[src/hrfd_pkg.sv]
`timescale 1ns / 1ps
`default_nettype none
// ----------------------------------------------------------------------------
// hrfd_pkg
// Types and constants shared by the H.264 RTP FU-A depacketizer.
// ----------------------------------------------------------------------------
package hrfd_pkg;

    // NAL header fields
    localparam logic [7:0] NAL_TYPE_MASK  = 8'h1F;
    localparam logic [7:0] NAL_FNRI_MASK  = 8'hE0;
    localparam logic [7:0] FU_START_BIT   = 8'h80;
    localparam logic [7:0] FU_END_BIT     = 8'h40;
    localparam logic [4:0] NAL_TYPE_IDR   = 5'd5;
    localparam logic [4:0] NAL_TYPE_SMAX  = 5'd23;
    localparam logic [4:0] NAL_TYPE_STAPA = 5'd24;
    localparam logic [4:0] NAL_TYPE_FUA   = 5'd28;

    // Packet handling mode
    typedef enum logic [2:0] {
        MODE_IDLE    = 3'd0,
        MODE_SINGLE  = 3'd1,
        MODE_FU_HDR  = 3'd2,
        MODE_FU_DATA = 3'd3,
        MODE_DROP    = 3'd4
    } mode_t;

    // Result kinds
    localparam logic [1:0] KIND_DATA    = 2'd0;
    localparam logic [1:0] KIND_STATUS  = 2'd1;
    localparam logic [1:0] KIND_DISCARD = 2'd2;

    // Packet status codes
    localparam logic [2:0] STAT_SINGLE   = 3'd0;
    localparam logic [2:0] STAT_PENDING  = 3'd1;
    localparam logic [2:0] STAT_COMPLETE = 3'd2;
    localparam logic [2:0] STAT_GAP      = 3'd3;
    localparam logic [2:0] STAT_INVALID  = 3'd4;

    // Result slot order within one input transfer
    localparam int SLOT_DISCARD = 0;
    localparam int SLOT_DATA    = 1;
    localparam int SLOT_STATUS  = 2;
    localparam int NUM_SLOTS    = 3;

    // Input item
    typedef struct packed {
        logic [31:0] rtp_timestamp;
        logic [15:0] sequence_number;
        logic        packet_empty;
        logic        packet_last;
        logic        packet_first;
        logic [7:0]  payload_byte;
    } in_item_t;

    // One result item
    typedef struct packed {
        logic [2:0]  packet_status;
        logic [31:0] nal_timestamp;
        logic        key_frame;
        logic        nal_start;
        logic        from_fragments;
        logic [7:0]  nal_byte;
        logic [1:0]  result_kind;
    } result_t;

    // All results of one input transfer
    typedef struct packed {
        logic [NUM_SLOTS-1:0]           valid;
        result_t [NUM_SLOTS-1:0]        res;
    } res_bundle_t;

endpackage : hrfd_pkg
`default_nettype wire

[src/hrfd_core.sv]
`timescale 1ns / 1ps
`default_nettype none
// ----------------------------------------------------------------------------
// hrfd_core
// Packet and reassembly state, and the results that one payload byte causes.
// ----------------------------------------------------------------------------
module hrfd_core
(
    input  wire logic                 clk,
    input  wire logic                 rst_n,
    input  wire logic                 accept,
    input  wire hrfd_pkg::in_item_t   item,
    output hrfd_pkg::res_bundle_t     bundle
);
    import hrfd_pkg::*;

    mode_t       mode_reg, mode_next;
    logic        active_reg, active_next;
    logic [31:0] fts_reg, fts_next;
    logic [15:0] exp_reg, exp_next;
    logic [4:0]  otype_reg, otype_next;
    logic [7:0]  ind_reg, ind_next;
    logic [2:0]  pend_reg, pend_next;

    // Decoded fields of the current byte
    logic [4:0]  byte_type;
    logic        fu_s, fu_e;
    logic        single_type;
    logic        seq_ok, ts_ok;

    assign byte_type   = item.payload_byte[4:0] & NAL_TYPE_MASK[4:0];
    assign fu_s        = |(item.payload_byte & FU_START_BIT);
    assign fu_e        = |(item.payload_byte & FU_END_BIT);
    assign single_type = (byte_type != 5'd0) && (byte_type <= NAL_TYPE_SMAX);
    assign seq_ok      = (item.sequence_number == exp_reg);
    assign ts_ok       = (item.rtp_timestamp == fts_reg);

    // Next state
    always_comb
    begin
        mode_next   = mode_reg;
        active_next = active_reg;
        fts_next    = fts_reg;
        exp_next    = exp_reg;
        otype_next  = otype_reg;
        ind_next    = ind_reg;
        pend_next   = pend_reg;
        if (item.packet_empty)
        begin
            mode_next = MODE_IDLE;
        end
        else if (item.packet_first || (mode_reg != MODE_IDLE))
        begin
            if (item.packet_first)
            begin
                ind_next = item.payload_byte;
                if (single_type)
                begin
                    mode_next = MODE_SINGLE;
                    pend_next = STAT_SINGLE;
                end
                else if (byte_type == NAL_TYPE_FUA)
                begin
                    mode_next = MODE_FU_HDR;
                    pend_next = STAT_INVALID;
                end
                else
                begin
                    // STAP-A and every other type
                    mode_next = MODE_DROP;
                    pend_next = STAT_INVALID;
                end
            end
            else if (mode_reg == MODE_FU_HDR)
            begin
                priority if (fu_s)
                begin
                    active_next = 1'b1;
                    fts_next    = item.rtp_timestamp;
                    exp_next    = item.sequence_number + 16'd1;
                    otype_next  = byte_type;
                    mode_next   = MODE_FU_DATA;
                    pend_next   = fu_e ? STAT_COMPLETE : STAT_PENDING;
                end
                else if (!active_reg)
                begin
                    mode_next = MODE_DROP;
                    pend_next = STAT_GAP;
                end
                else if (!seq_ok || !ts_ok)
                begin
                    active_next = 1'b0;
                    fts_next    = '0;
                    exp_next    = '0;
                    otype_next  = '0;
                    mode_next   = MODE_DROP;
                    pend_next   = seq_ok ? STAT_INVALID : STAT_GAP;
                end
                else
                begin
                    exp_next  = item.sequence_number + 16'd1;
                    mode_next = MODE_FU_DATA;
                    pend_next = fu_e ? STAT_COMPLETE : STAT_PENDING;
                end
            end
            // packet end: finished reassembly returns to reset values
            if (item.packet_last)
            begin
                if ((mode_next == MODE_FU_DATA) && (pend_next == STAT_COMPLETE))
                begin
                    active_next = 1'b0;
                    fts_next    = '0;
                    exp_next    = '0;
                    otype_next  = '0;
                end
                mode_next = MODE_IDLE;
            end
        end
    end

    // Results of this byte: discard, data, status
    always_comb
    begin
        bundle       = '0;
        bundle.res[SLOT_DISCARD].result_kind    = KIND_DISCARD;
        bundle.res[SLOT_DISCARD].from_fragments = 1'b1;
        bundle.res[SLOT_DATA].result_kind       = KIND_DATA;
        bundle.res[SLOT_STATUS].result_kind     = KIND_STATUS;

        if (item.packet_empty)
        begin
            bundle.valid[SLOT_STATUS]             = 1'b1;
            bundle.res[SLOT_STATUS].packet_status = STAT_INVALID;
        end
        else if (item.packet_first || (mode_reg != MODE_IDLE))
        begin
            if (item.packet_first)
            begin
                bundle.valid[SLOT_DATA]             = single_type;
                bundle.res[SLOT_DATA].nal_byte      = item.payload_byte;
                bundle.res[SLOT_DATA].nal_start     = 1'b1;
                bundle.res[SLOT_DATA].key_frame     = (byte_type == NAL_TYPE_IDR);
                bundle.res[SLOT_DATA].nal_timestamp = item.rtp_timestamp;
            end
            else
            begin
                unique case (mode_reg)
                    MODE_SINGLE:
                    begin
                        bundle.valid[SLOT_DATA]             = 1'b1;
                        bundle.res[SLOT_DATA].nal_byte      = item.payload_byte;
                        bundle.res[SLOT_DATA].key_frame     = (ind_reg[4:0] == NAL_TYPE_IDR);
                        bundle.res[SLOT_DATA].nal_timestamp = item.rtp_timestamp;
                    end
                    MODE_FU_HDR:
                    begin
                        bundle.valid[SLOT_DISCARD] = active_reg && (fu_s || !seq_ok || !ts_ok);
                        bundle.valid[SLOT_DATA]    = fu_s;
                        bundle.res[SLOT_DATA].nal_byte =
                            (ind_reg & NAL_FNRI_MASK) | {3'b000, byte_type};
                        bundle.res[SLOT_DATA].from_fragments = 1'b1;
                        bundle.res[SLOT_DATA].nal_start      = 1'b1;
                        bundle.res[SLOT_DATA].key_frame      = (byte_type == NAL_TYPE_IDR);
                        bundle.res[SLOT_DATA].nal_timestamp  = item.rtp_timestamp;
                    end
                    MODE_FU_DATA:
                    begin
                        bundle.valid[SLOT_DATA]              = 1'b1;
                        bundle.res[SLOT_DATA].nal_byte       = item.payload_byte;
                        bundle.res[SLOT_DATA].from_fragments = 1'b1;
                        bundle.res[SLOT_DATA].key_frame      = (otype_reg == NAL_TYPE_IDR);
                        bundle.res[SLOT_DATA].nal_timestamp  = fts_reg;
                    end
                    default:
                    begin
                        // idle or dropping: no data
                    end
                endcase
            end
            bundle.valid[SLOT_STATUS]             = item.packet_last;
            bundle.res[SLOT_STATUS].packet_status = pend_next;
        end
    end

    // State registers
    always_ff @(posedge clk or negedge rst_n)
    begin
        if (!rst_n)
        begin
            mode_reg   <= MODE_IDLE;
            active_reg <= 1'b0;
            fts_reg    <= '0;
            exp_reg    <= '0;
            otype_reg  <= '0;
            ind_reg    <= '0;
            pend_reg   <= STAT_SINGLE;
        end
        else if (accept)
        begin
            mode_reg   <= mode_next;
            active_reg <= active_next;
            fts_reg    <= fts_next;
            exp_reg    <= exp_next;
            otype_reg  <= otype_next;
            ind_reg    <= ind_next;
            pend_reg   <= pend_next;
        end
    end

endmodule : hrfd_core
`default_nettype wire

[src/hrfd_outbuf.sv]
`timescale 1ns / 1ps
`default_nettype none
// ----------------------------------------------------------------------------
// hrfd_outbuf
// Result register: holds the results of one input transfer and hands them
// out one per output transfer, in slot order.
// ----------------------------------------------------------------------------
module hrfd_outbuf
(
    input  wire logic                  clk,
    input  wire logic                  rst_n,
    input  wire logic                  load,
    input  wire hrfd_pkg::res_bundle_t bundle,
    output logic                       load_ready,
    output logic                       out_valid,
    input  wire logic                  out_ready,
    output hrfd_pkg::result_t          out_res,
    output logic [1:0]                 occupancy
);
    import hrfd_pkg::*;

    result_t [NUM_SLOTS-1:0] slot_reg;
    logic [NUM_SLOTS-1:0]    valid_reg, valid_next;
    logic [NUM_SLOTS-1:0]    head;
    logic                    pop;

    // lowest valid slot goes out first
    assign head      = valid_reg & (~valid_reg + {{(NUM_SLOTS-1){1'b0}}, 1'b1});
    assign out_valid = |valid_reg;
    assign pop       = out_valid && out_ready;
    assign occupancy = 2'($countones(valid_reg));
    assign load_ready = (valid_reg == '0) || ((occupancy == 2'd1) && out_ready);

    always_comb
    begin
        out_res = '0;
        for (int i = 0; i < NUM_SLOTS; i++)
        begin
            if (head[i])
            begin
                out_res = slot_reg[i];
            end
        end
    end

    always_comb
    begin
        valid_next = pop ? (valid_reg & ~head) : valid_reg;
        if (load)
        begin
            valid_next = bundle.valid;
        end
    end

    always_ff @(posedge clk or negedge rst_n)
    begin
        if (!rst_n)
        begin
            valid_reg <= '0;
        end
        else
        begin
            valid_reg <= valid_next;
        end
    end

    // payload needs no reset
    always_ff @(posedge clk)
    begin
        if (load)
        begin
            slot_reg <= bundle.res;
        end
    end

endmodule : hrfd_outbuf
`default_nettype wire

[src/h264_rtp_fua_depacketizer.sv]
`timescale 1ns / 1ps
`default_nettype none
// ----------------------------------------------------------------------------
// h264_rtp_fua_depacketizer
// H.264 RTP depacketizer for single NAL unit and FU-A packets.
// ----------------------------------------------------------------------------
// One payload byte is taken per cycle while s_tready is high. Each byte is
// decoded combinationally against the packet and reassembly state and its
// results (a discard, a NAL byte and a packet status, in that order, each
// optional) land in a result register that drains at one transfer per cycle
// while m_tready is high. A byte with at most one result keeps the full input
// rate; after two or three results the next byte waits until the single output
// port has drained the register to its last result. Bytes with no result, such
// as an FU-A indicator, are still taken. No clearing pass follows reset.
// ----------------------------------------------------------------------------
module h264_rtp_fua_depacketizer
(
    input  wire logic        clk,
    input  wire logic        rst_n,
    // input stream
    input  wire logic        s_tvalid,
    output logic             s_tready,
    input  wire logic [55:0] s_tdata,   // payload_byte, sequence_number, rtp_timestamp
    input  wire logic [1:0]  s_tuser,   // packet_first, packet_empty
    input  wire logic        s_tlast,   // packet_last
    // result stream
    output logic             m_tvalid,
    input  wire logic        m_tready,
    output logic [47:0]      m_tdata,   // nal_byte, nal_start, key_frame, nal_timestamp,
                                        // packet_status, 3 zero bits
    output logic [2:0]       m_tuser    // result_kind, from_fragments
);
    import hrfd_pkg::*;

    in_item_t    item;
    res_bundle_t bundle;
    result_t     out_res;
    logic        accept;
    logic [1:0]  occupancy;

    // unpack input transfer
    assign item.payload_byte    = s_tdata[7:0];
    assign item.sequence_number = s_tdata[23:8];
    assign item.rtp_timestamp   = s_tdata[55:24];
    assign item.packet_first    = s_tuser[0];
    assign item.packet_empty    = s_tuser[1];
    assign item.packet_last     = s_tlast;

    assign accept = s_tvalid && s_tready;

    hrfd_core u_core
    (
        .clk    (clk),
        .rst_n  (rst_n),
        .accept (accept),
        .item   (item),
        .bundle (bundle)
    );

    hrfd_outbuf u_outbuf
    (
        .clk        (clk),
        .rst_n      (rst_n),
        .load       (accept),
        .bundle     (bundle),
        .load_ready (s_tready),
        .out_valid  (m_tvalid),
        .out_ready  (m_tready),
        .out_res    (out_res),
        .occupancy  (occupancy)
    );

    // pack result transfer
    assign m_tdata = {3'b000, out_res.packet_status, out_res.nal_timestamp,
                      out_res.key_frame, out_res.nal_start, out_res.nal_byte};
    assign m_tuser = {out_res.from_fragments, out_res.result_kind};

`ifndef ASSERT_OFF
    // never take a byte while more than one result is still waiting
    a_ready_occ: assert property (@(posedge clk) disable iff (!rst_n)
        s_tready |-> (occupancy <= 2'd1))
        else $error("input ready with results still queued");

    // last queued result taken with nothing new leaves the output idle
    a_drain: assert property (@(posedge clk) disable iff (!rst_n)
        (occupancy == 2'd1 && m_tvalid && m_tready && !s_tvalid) |=> !m_tvalid)
        else $error("result register did not drain");

    // an empty packet always yields a status
    a_empty_status: assert property (@(posedge clk) disable iff (!rst_n)
        (accept && s_tuser[1]) |=> (m_tvalid && m_tuser[1:0] == KIND_STATUS))
        else $error("empty packet gave no status");
`endif

endmodule : h264_rtp_fua_depacketizer
`default_nettype wire

[config.mk]
export PLATFORM = sky130hd
export DESIGN_NAME = h264_rtp_fua_depacketizer
export DESIGN_NICKNAME = d
export VERILOG_FILES = /design/src/hrfd_pkg.sv /design/src/hrfd_core.sv /design/src/hrfd_outbuf.sv /design/src/h264_rtp_fua_depacketizer.sv
export SDC_FILE = /design/constraint.sdc
export NUM_CORES = 1
export LEC_CHECK = 0
export BUFFER_PORTS_ARGS = -buffer_cell sky130_fd_sc_hd__buf_2
export CAP_MARGIN = 20
export CORE_UTILIZATION = 50
export DETAILED_ROUTE_END_ITERATION = 10
export HOLD_SLACK_MARGIN = 0.05
export PLACE_DENSITY = 0.73
export SETUP_SLACK_MARGIN = 0.15
export SYNTH_ARGS = -nofsm -noshare
export SYNTH_HDL_FRONTEND = slang
export SYNTH_SLANG_ARGS = --single-unit
export TNS_END_PERCENT = 100
[constraint.sdc]
create_clock -name clk -period 3.5 [get_ports clk]
set_clock_uncertainty 0.2 [all_clocks]
set_input_delay 0 -clock clk [delete_from_list [all_inputs] [get_ports clk]]
set_output_delay 0 -clock clk [all_outputs]
set_load 0.05 [all_outputs]
* Word-level counts from Yosys, hierarchy flattened
Index checks and enable logic that the tools add are counted.
** Storage, ports and cells
- Register bits :: 117
- Output and inout bits :: 53
- Logic and storage cells :: 135
** Operators by class
- Add/sub/neg operators :: 4
- Order comparisons :: 1
- Eq/ne operators :: 12
- Muxes and demuxes :: 70
- Bitwise operators :: 7
- Reduce and logical (&&, ||, !) cells :: 26
** Operator list (count)
- $mux W32 :: 7
- $mux W16 :: 7
- $pmux W33 S3 :: 1
- $mux W48 :: 2
- $mux W3 :: 25
- $mux W5 :: 7
- $mux W34 :: 1
- $eq A32 B32 Y1 :: 1
- $add A16 B1 Y16 const B :: 1
- $eq A16 B16 Y1 :: 1
- $pmux W8 S2 :: 1
- $eq A5 B3 Y1 const B :: 3
- $mux W1 :: 13
- $eq A3 B2 Y1 const B :: 4
- $mux W11 :: 1
- $mux W8 :: 1
- $or A8 B5 Y8 :: 1
- $and A3 B3 Y3 :: 2
- $logic_and A1 B1 Y1 :: 6
- $mux W6 :: 1
- $not A3 Y3 :: 2
- $reduce_or A2 Y1 :: 3
- $reduce_or A3 Y1 :: 2
- $eq A5 B5 Y1 const B :: 1
- 18 further kinds :: 26

* Depth between registers and ports, before layout
- Word-level depth :: 15
- Gate-level depth with buffers :: 13
- Gate-level depth less buffers :: 9

* Hierarchy
Synthesis repeated with hierarchy kept, for this count alone.
** Second synthesis, totals
- Cells, all modules :: 1008
- Area, all modules :: 11785.1 um^2
** Modules (own cells, without submodules)
- hrfd_outbuf :: times used 1, cells each 381, area each 6185.9 um^2
- hrfd_core :: times used 1, cells each 622, area each 5566.6 um^2
- h264_rtp_fua_depacketizer :: times used 1, cells each 5, area each 32.5 um^2

* Least setup slack after synthesis
OpenSTA, ideal clock, no wires.
- Path type :: flip-flop to flip-flop
- From :: reg u_outbuf.valid_reg[0]
- To :: reg u_core.ind_reg[0]
- Arrival time :: 3378 ps
- Required time :: 3175 ps
- Setup slack :: -202 ps
- Stages on the path, launching flop included :: 9
- Path buffers :: 1
- Clock period less this slack :: 3702 ps
- Cells stage by stage :: dfrtp_1 -> inv_1 -> clkbuf_1 -> fa_1 -> and3b_1 -> o21ai_1 -> inv_1 -> nand3b_1 -> mux2_2
** On the way
- Longest elaborated chain between the ends :: 7
- Elaborated cells on any way between the ends :: 8
** RTL lines
- start, declared :: line hrfd_outbuf.sv:23 : logic [NUM_SLOTS-1:0] valid_reg, valid_next;
- start signal, assigned :: line hrfd_outbuf.sv:63 : valid_reg <= valid_next;
- $add A1 B1 Y2 (implied by the code) :: line hrfd_outbuf.sv:31 : assign occupancy = 2'($countones(valid_reg));
- $add A2 B1 Y2 (implied by the code) :: line hrfd_outbuf.sv:31
- $eq A2 B1 Y1 :: line hrfd_outbuf.sv:32 : assign load_ready = (valid_reg == '0) || ((occupancy == 2'd1) && out_ready);
- $logic_and A1 B1 Y1 :: line hrfd_outbuf.sv:32
- $logic_or A1 B1 Y1 (*) :: line hrfd_outbuf.sv:32
- $logic_and A1 B1 Y1 (*) :: line h264_rtp_fua_depacketizer.sv:49 : assign accept = s_tvalid && s_tready;
- net accept :: line h264_rtp_fua_depacketizer.sv:38 : logic accept;
- $reduce_and A4 Y1 (no source line) (*)
- end signal, assigned :: line hrfd_core.sv:205 : ind_reg <= ind_next;
- end, declared :: line hrfd_core.sv:22 : logic [7:0] ind_reg, ind_next;
Mark *: on every way through the listed nets, which the timed path passes. The rest lies on a longest branch.
A chain may end at the register's enable or synchronous reset.

* Worst setup path in the final report
- From :: reg u_core.fts_reg[28]
- To :: reg u_core.fts_reg[30]
** On the way
- Longest elaborated chain between the ends :: 14
- Elaborated cells on any way between the ends :: 27
** RTL lines
- start, declared :: line hrfd_core.sv:19 : logic [31:0] fts_reg, fts_next;
- start signal, assigned :: line hrfd_core.sv:202 : fts_reg <= fts_next;
- $eq A32 B32 Y1 (*) :: line hrfd_core.sv:36 : assign ts_ok = (item.rtp_timestamp == fts_reg);
- $logic_not A1 Y1 (*) :: line hrfd_core.sv:90 : else if (!seq_ok || !ts_ok)
- $logic_or A1 B1 Y1 (*) :: line hrfd_core.sv:90
- $mux W3 :: line hrfd_core.sv:90
- $mux W3 :: line hrfd_core.sv:85 : else if (!active_reg)
- $mux W3 :: line hrfd_core.sv:76 : priority if (fu_s)
- $mux W3 :: line hrfd_core.sv:74 : else if (mode_reg == MODE_FU_HDR)
- $mux W3 :: line hrfd_core.sv:54 : if (item.packet_first)
- $mux W3 :: line hrfd_core.sv:52 : else if (item.packet_first || (mode_reg != MODE_IDLE))
- $mux W3 :: line hrfd_core.sv:48 : if (item.packet_empty)
- $eq A3 B2 Y1 :: line hrfd_core.sv:109 : if ((mode_next == MODE_FU_DATA) && (pend_next == STAT_COMPLETE))
- $logic_and A1 B1 Y1 :: line hrfd_core.sv:109
- $mux W32 :: line hrfd_core.sv:109
- $mux W32 (*) :: line hrfd_core.sv:107 : if (item.packet_last)
Mark *: on every way between the ends. The rest lies on a longest branch, timed or not. The select of a mux whose other input is x is not followed.

==> impl_metrics.yaml <==
final_layout:
  layout.cells.non_filler: 918
  largest_register_ffs: 46
  post-route-util_pct: 67.8
  fillers: 941
  syn_to_final_growth_pct: 32.4
  diodes: 0
  nets: 823
  final_layout_size_suffix_gt1_share_pct: 22.6
timing:
  slew_viol_final: 0
  rsz0062_at_grt: "yes"
  max-slew-margin-rel_pct: 62.7
  hold-worst-slack_ps: 179
  fin_tns_setup_ps: 0
  layout_setup_ws_ps: 294
  fin_crit_ps: 3210
  fin_crit_sh_pct: 91.6
  hold_violations: 0
  setup_viol: 0
  worst_slew_pin_slew_ps: 560
  fmaxAchievable_mhz: 312
clock_tree:
  cts_setup_buffers: 0
  h-tree-depth: 4
  root_buffer: "clkbuf_16"
  clock-sinks: 117
  cts.clk_slew.worst_paths_ps: 50
  clockBufferDepth: 2
  cts_tree: "built"
  cts-buffers-inserted: 17
  clock_latency_ps: 420
die:
  start_util_pct: 51.2
  die_w_um: 113
  ios: 116
  core_sq_mm: 0.0120
  die_area_sq_mm: 0.0128
  rows: 40
  die_h_um: 113
setup_path:
  cp_max_fo: 37
  required_ps: 3600
  critPathLaunchType: "flop"
  criticalPathCategory: "reg2reg"
  cp.arrival_ps: 3310
  cp-end-kind: "flop"
worst_hold_path:
  hold_class: "in2reg"
grt:
  antenna_found_initial: 0
  grt_pass1_vias: 5305
  grt_pass1_wl_mm: 26.7
  grt-ovfl-total: 0
  grt_start_max_net_pins: 49
  grt_usage_pct: 27.2
drt:
  vias_per_cell: 5.76
  drt-total-wl_mm: 16.2
  final_antenna_net_count: 0
  drt_iter0_drc: 386
  drc: 0
  firstDrtPassIters: 6
  wire_per_inst_um: 17.6
  routed-via-count: 5288
synth:
  synthCells: 576
  avgSynthCellArea_sq_um: 10.7
  seq_area_frac_synth_pct: 51.3
  ys_types: 57
  synth.top_cell.area_share_pct: 28.9
  synth.area.top_cells: "dfrtp_1, edfxtp_1, xnor2_1"
  synth_edf_count: 46
  synth_top_area_cell: "dfrtp_1"
  ys_ff_latch: 117
  ys.flop_type: "dfrtp_1"
  synth-async-reset-ratio_pct: 60.7
  yosys_warnings: 0
  syn_area_sq_mm: 0.00615
pwr:
  max-vdd-ir-drop_v: 0.000236
  p_leak_nw: 3.76
  power_density_mw_per_mm2: 456
placed_design:
  portBuffers: 112
  place_inst: 808
  place_hpwl_mm: 10.5
  post-place-ws_ps: 135
  routabilityCongestion: 0.868
job:
  drv_cap: 0
run_status:
  status: "finished, final reports clean"
synthesized netlist by cell type (2+ instances only):
cell type,number
a22oi_1,36
edfxtp_1,46
nor4_4,2
or4_1,2
nor2_1,55
a31oi_1,3
nand3_1,11
nand4_1,13
buf_2,5
mux2_2,7
a22o_1,39
clkbuf_1,27
dfrtp_1,71
a21o_1,6
nand3b_1,2
nand2b_1,2
a21oi_1,5
buf_4,5
nand2_1,24
nor3_1,6
and2_1,7
xnor2_1,52
inv_1,27
buf_6,4
xor2_1,11
o21ai_0,13
o22ai_1,17
and3_1,49
area by class of cell:
class                   instances  area (sq um)  area share, %
inverters                      27           105           1.29
well taps                     147           184           2.26
repair buffers                203          1450           17.8
flip-flops and latches        117          3160           38.8
clock inverters                13          91.3           1.12
multi-input cells             392          2720           33.4
clock buffers                  19           433           5.31
worst paths after layout:
path	from	endpoint	slack (ps)	cells after the start
worst max-delay path	u_core.fts_reg[28]	u_core.fts_reg[30]	290	8
min in group asynchronous	rst_n	u_core.exp_reg[6]	360	3
worst max register to register	u_core.fts_reg[28]	u_core.fts_reg[30]	290	8
worst min register to register	u_core.pend_reg[0]	u_core.pend_reg[0]	280	2
max in group asynchronous	rst_n	u_core.fts_reg[13]	1950	5
worst min-delay path	s_tdata[52]	u_core.fts_reg[28]	180	3
cell families after synthesis:
kind of cell               count (synthesis)  synth area share, %
AOI/OAI and AO/OA                        134                 16.7
xor gates and xnor gates                  63                 8.97
adders and majority gates                  2                0.529
buffers and inverters                     69                 5.10
DFF                                      117                 51.3
muxes                                      8                 1.44
other                                      1               0.0610
and+or+nand+nor                          182                 15.8
routing by layer:
layer / up-vias / global-route usage, % / wire [um]
li1: 2462 / - / -
met1: 2562 / 35.7 / 7040
met2: 231 / 44.3 / 7730
met3: 33 / 5.68 / 1030
met4: 0 / 11.3 / 351
met5: - / 0 / 0
worst max-delay path, cell delays in order (launching register included):
cell and delay, ps:
dfrtp_1 400, xnor2_1 250, nand4_1 190, nor4_4 420
a41oi_2 250, a211o_1 420, o41a_1 380, buf_4 260
a22o_1 290
power breakdown:
part	switching, mW	leakage [nW]	internal [mW]	total, mW
Sequential	0.0453	1.35	1.55	1.59
Clock	0.590	0.260	0.953	1.54
Combinational	0.355	2.15	0.225	0.580
Total	0.991	3.76	2.73	3.72
timing repair:
action | 4_1_cts | 5_1_grt
resized for setup | 1 | 5
endpoints found under the setup margin | 18 | 40
hold buffers | 76 | 1
pin swaps | 0 | 1
hold endpoints to repair | 155 | 12
metrics by stage:
stage               power, mW  area [sq um]
floorplan                1.94          6180
global placement         2.10          6800
detailed placement       2.12          6800
CTS                      3.72          8090
global route             3.86          8150
finish                   3.72          8150
cell usage in the layout (no fill, tap or decap), types with 24 or more instances in the layout:
cell / count
inv_1: 25
dlygate4sd3_1: 77
nor2_1: 54
nand2_1: 24
a22o_1: 39
and3_1: 49
edfxtp_1: 46
dfrtp_1: 71
buf_2: 112
xnor2_1: 52
a22oi_1: 36
Note: power is estimated with default switching activity, not from simulation.
